==> config.mk <==
export PLATFORM = sky130hd
export DESIGN_NAME = jet_ctrl
export DESIGN_NICKNAME = d
export VERILOG_FILES = /design/src/hdl/jet_pkg.sv /design/src/hdl/jet_ctrl.sv
export SDC_FILE = /design/constraint.sdc
export NUM_CORES = 1
export LEC_CHECK = 0
export BUFFER_PORTS_ARGS = -buffer_cell sky130_fd_sc_hd__buf_2
export CAP_MARGIN = 10
export CORE_AREA = 2 2 39 41
export CTS_CLUSTER_SIZE = 16
export DETAILED_ROUTE_END_ITERATION = 8
export DIE_AREA = 0 0 41 43
export SLEW_MARGIN = 20
export SYNTH_ARGS = -nofsm -noshare
export SYNTH_HDL_FRONTEND = slang
export SYNTH_SLANG_ARGS = --single-unit
==> constraint.sdc <==
create_clock -name clk -period 1.2 [get_ports clk]
set_input_delay 0.06 -clock clk [delete_from_list [all_inputs] [get_ports clk]]
set_output_delay 0.06 -clock clk [all_outputs]
set_load 0.02 [all_outputs]
==> src/hdl/jet_pkg.sv <==
package jet_pkg;

  // Configuration register indexes
  localparam logic [2:0] REG_AREA_LEFT      = 3'd0;
  localparam logic [2:0] REG_AREA_TOP       = 3'd1;
  localparam logic [2:0] REG_AREA_WIDTH     = 3'd2;
  localparam logic [2:0] REG_AREA_HEIGHT    = 3'd3;
  localparam logic [2:0] REG_CONST_RE       = 3'd4;
  localparam logic [2:0] REG_CONST_IM       = 3'd5;
  localparam logic [2:0] REG_MAX_ITERATIONS = 3'd6;
  localparam logic [2:0] REG_COLOR_CHANNEL  = 3'd7;

  // Reset values; c defaults to -0.4 + 0.6i in Q4.28
  localparam logic [12:0] AREA_WIDTH_RESET  = 13'd640;
  localparam logic [12:0] AREA_HEIGHT_RESET = 13'd480;
  localparam logic [31:0] CONST_RE_RESET    = 32'hF999_999A;
  localparam logic [31:0] CONST_IM_RESET    = 32'h0999_999A;
  localparam logic [15:0] MAX_ITER_RESET    = 16'd1000;

  // Channel selector codes
  localparam logic [1:0] CH_RED   = 2'd0;
  localparam logic [1:0] CH_GREEN = 2'd1;
  localparam logic [1:0] CH_BLUE  = 2'd2;

  typedef enum logic [1:0] {
    DIV_X,
    DIV_Y,
    DIV_SHADE
  } div_sel_t;

  typedef struct packed {
    logic [11:0] area_left;
    logic [11:0] area_top;
    logic [12:0] area_width;
    logic [12:0] area_height;
    logic [31:0] const_re;
    logic [31:0] const_im;
    logic [15:0] max_iterations;
    logic [1:0]  color_channel;
  } cfg_t;

  typedef struct packed {
    logic     load;
    logic     div_start;
    div_sel_t div_sel;
    logic     store_x;
    logic     store_y;
    logic     mul;
    logic     sum;
    logic     step;
    logic     out_load;
  } dp_cmd_t;

  typedef struct packed {
    logic div_busy;
    logic at_limit;
    logic escape;
    logic last;
    logic out_free;
  } dp_status_t;

endpackage

==> src/hdl/jet_ctrl.sv <==
module jet_ctrl (
  input  logic                clk,
  input  logic                rst,
  input  logic                in_valid,
  output logic                in_ready,
  input  jet_pkg::dp_status_t status,
  output jet_pkg::dp_cmd_t    cmd
);

  import jet_pkg::*;

  typedef enum logic [3:0] {
    S_IDLE,
    S_MAPX_GO,
    S_MAPX_WAIT,
    S_MAPY_GO,
    S_MAPY_WAIT,
    S_CHECK,
    S_MUL,
    S_SUM,
    S_TEST,
    S_SHADE_GO,
    S_SHADE_WAIT
  } state_t;

  state_t state, state_next;

  assign in_ready = (state == S_IDLE);

  always_comb begin
    cmd        = '0;
    state_next = state;
    unique case (state)
      S_IDLE: begin
        if (in_valid) begin
          cmd.load   = 1'b1;
          state_next = S_MAPX_GO;
        end
      end
      S_MAPX_GO: begin
        cmd.div_start = 1'b1;
        cmd.div_sel   = DIV_X;
        state_next    = S_MAPX_WAIT;
      end
      S_MAPX_WAIT: begin
        if (!status.div_busy) begin
          cmd.store_x = 1'b1;
          state_next  = S_MAPY_GO;
        end
      end
      S_MAPY_GO: begin
        cmd.div_start = 1'b1;
        cmd.div_sel   = DIV_Y;
        state_next    = S_MAPY_WAIT;
      end
      S_MAPY_WAIT: begin
        if (!status.div_busy) begin
          cmd.store_y = 1'b1;
          state_next  = S_CHECK;
        end
      end
      S_CHECK: begin
        // zero limit: no iterations at all
        state_next = status.at_limit ? S_SHADE_GO : S_MUL;
      end
      S_MUL: begin
        cmd.mul    = 1'b1;
        state_next = S_SUM;
      end
      S_SUM: begin
        cmd.sum    = 1'b1;
        state_next = S_TEST;
      end
      S_TEST: begin
        if (status.escape) begin
          state_next = S_SHADE_GO;
        end else begin
          cmd.step   = 1'b1;
          state_next = status.last ? S_SHADE_GO : S_MUL;
        end
      end
      S_SHADE_GO: begin
        cmd.div_start = 1'b1;
        cmd.div_sel   = DIV_SHADE;
        state_next    = S_SHADE_WAIT;
      end
      S_SHADE_WAIT: begin
        if (!status.div_busy && status.out_free) begin
          cmd.out_load = 1'b1;
          state_next   = S_IDLE;
        end
      end
      default: begin
        state_next = S_IDLE;
      end
    endcase
  end

  always_ff @(posedge clk) begin
    if (rst) begin
      state <= S_IDLE;
    end else begin
      state <= state_next;
    end
  end

endmodule

==> impl_metrics.py <==
metrics = {
    "layout": {
        "num-fill-cells": 114,
        "top_regs": "state: 4 flops",
        "diodes": 0,
        "final_common_cell": "buf_4",
        "drive_above_1_share": 0.707,
        "layout.nets": 102,
        "layout_common_cells": "buf_4, buf_6, buf_2",
        "final_util": 0.613,
        "final_cell_area_um2": 848,
        "multiInputGateArea_um2": 394,
        "largest_reg_flops": 4,
        "area.sequential_um2": 95.1,
        "syn_to_final_growth_pct": 117,
        "largest-register": "state",
    },
    "place": {
        "placed_area_um2": 564,
        "place.gp.congestion": 0.839,
        "dp_hpwl_um": 914,
        "portBuffers": 18,
    },
    "setup_path": {
        "max_stage_delay_ns": 0.36,
        "critPathCaptureType": "output port",
        "cp_slowest_cell": "dfxtp_4",
        "path_cells": "or2_4 > nor3_2 > buf_4",
        "start_kind": "register",
        "cp_max_fo": 6,
        "crit_buf_inv": 1,
        "path_class": "register to output port",
        "path_delay_family": "simple AND/OR/NAND/NOR gates",
        "cp_data_required_time_ns": 1.14,
        "cp.arrival_ns": 1.18,
    },
    "pwr": {
        "power_leakage_nw": 0.367,
        "switching_share": 0.408,
        "power_density_nw_per_um2": 1210,
        "p_comb_frac": 0.643,
        "seqPwrFrac": 0.199,
        "switchingPower_uw": 419,
        "p_int_uw": 608,
        "ir_drop_v": 0.000746,
        "clkPwrFrac": 0.158,
    },
    "routing": {
        "routed_wl_um": 1390,
        "drc": 0,
        "ant_nets": 0,
        "dr.pass1.iters": 4,
        "num_vias": 559,
        "first_iter_violations": 10,
        "viasPerCell": 5.18,
        "wl_per_cell_um": 12.9,
    },
    "hold_path": {
        "hold_path.class": "input port to register",
    },
    "timing": {
        "rsz0062_at_grt": "yes",
        "finalWorstSetupSlack_ns": -0.0364,
        "slew_viol_final": 0,
        "layout_min_cycle_time_ns": 1.24,
        "worst_pin_slew_ns": 0.288,
        "finalHoldViolCount": 0,
        "max_slew_margin": 0.808,
        "finClkSkew_ns": 0.00361,
        "whs_ns": 0.0315,
        "period_share": 1.03,
        "clock.fmax_ghz": 0.809,
        "finalSetupViolations": 8,
    },
    "floorplanning": {
        "core_um2": 1380,
        "die_w_um": 41,
        "io_pins": 19,
        "start_util": 0.283,
        "placementRows": 14,
        "die_y_um": 43,
        "dieArea_um2": 1760,
    },
    "grt": {
        "grt_antenna_before_repair": 0,
        "grt_usage": 0.175,
        "grt_pass1_wl_um": 2070,
        "grt-ovfl-total": 0,
        "grt_pass1_vias": 535,
        "grt_max_degree": 8,
    },
    "clock_network": {
        "cts_hold_buf": 0,
        "cts-htree-levels": 1,
        "clk_latency_ns": 0.23,
        "root_buffer": "clkbuf_4",
        "clkSinkCount": 4,
        "clk_pin_slew_ns": 0.04,
        "cts_buffers": 3,
        "ctsLongestPathBuffers": 2,
        "tritoncts": "done",
    },
    "logic_synthesis": {
        "syn_nets": 65,
        "yosysWarnings": 0,
        "synth_seq_cells": 4,
        "syn-instance-count": 57,
        "ys_seq_area_frac": 0.204,
        "avgSynthCellArea_um2": 6.87,
        "synth_top_cell_area_share": 0.204,
        "synth_area_um2": 392,
        "synth_cell_type_count": 27,
        "synth.area.top_cells": "dfxtp_1, nor2_1, and3_1",
        "synth_top_cell_by_area": "dfxtp_1",
    },
    "run_status": {
        "violations": "setup timing",
        "status": "finished with violations",
    },
    "flow_run": {
        "maxCapViolations": 0,
    },
}
==> per-layer routing <==
metal	up-vias	wire length (um)	track usage	part of all wire
li1	281	-	-	-
met1	255	551	0.173	0.40
met2	19	757	0.300	0.54
met3	4	64	0.0471	0.046
met4	0	20	0.100	0.014
met5	-	0	0	0
==> timing repair <==
| item | CTS | global route |
|---|---|---|
| endpoints found under the setup margin | 12 | 14 |
| resized for setup | 33 | 23 |
| pin swaps | 3 | 8 |
| setup buffers | 7 | 2 |
| cloned | 0 | 0 |
==> area by class of cell <==
| cell class | count | area share |
|---|---|---|
| multi-input cells | 46 | 0.465 |
| flip-flops and latches | 4 | 0.112 |
| clock buffers | 3 | 0.0265 |
| repair buffers | 36 | 0.360 |
| inverters | 3 | 0.0133 |
| well taps | 16 | 0.0236 |
==> metrics by stage <==
step                      worst slack, ns  setup TNS [ns]  std cells  power [mW]
after global routing               -0.108          -0.977        108        1.11
after detailed placement          -0.0224         -0.0224         97       0.618
after floorplan                  -0.00784        -0.00784         57       0.463
after global placement            -0.0284         -0.0284         97       0.616
after CTS                         -0.0894          -0.335        106       0.937
final                             -0.0364          -0.161        108        1.03
==> cell usage after synthesis <==
library cell / count
a211oi_1: 1
a21oi_1: 4
a222oi_1: 1
a22oi_1: 1
a31oi_1: 1
a32oi_1: 1
and2b_2: 1
and3_1: 4
buf_2: 2
buf_4: 2
dfxtp_1: 4
inv_1: 3
mux2i_1: 1
nand2_1: 1
nand2b_1: 3
nand3_1: 1
nand4b_1: 1
nor2_1: 9
nor2b_1: 1
nor3_1: 5
nor4_1: 2
o21a_1: 2
o21ai_0: 2
o31ai_1: 1
o31ai_2: 1
or2_1: 1
or3_1: 1
==> final timing paths <==
check                           startpoint       end  slack, ns  depth (start not counted)
worst max register to register    state[3]  state[3]          0                          4
worst max-delay path              state[1]    cmd[1]      -0.04                          3
worst min-delay path                   rst  state[2]       0.03                          2
worst min register to register    state[1]  state[3]       0.66                          3
==> power groups by stage <==
stage	clock network, mW	logic (mW)	registers, mW
after floorplan	0	0.288	0.175
after global placement	0	0.423	0.193
after detailed placement	0	0.425	0.193
after CTS	0.168	0.566	0.202
after global routing	0.192	0.709	0.210
final	0.162	0.660	0.204
==> logic make-up (layout without fill, tap and decap cells) <==
logic type	after synthesis	after routing	share of synthesized area
simple gates	30	30	0.409
compound gates	15	15	0.268
buf+inv	7	42	0.0926
flops	4	4	0.204
mux	1	1	0.0256
Power figures use the tool's default switching activity.
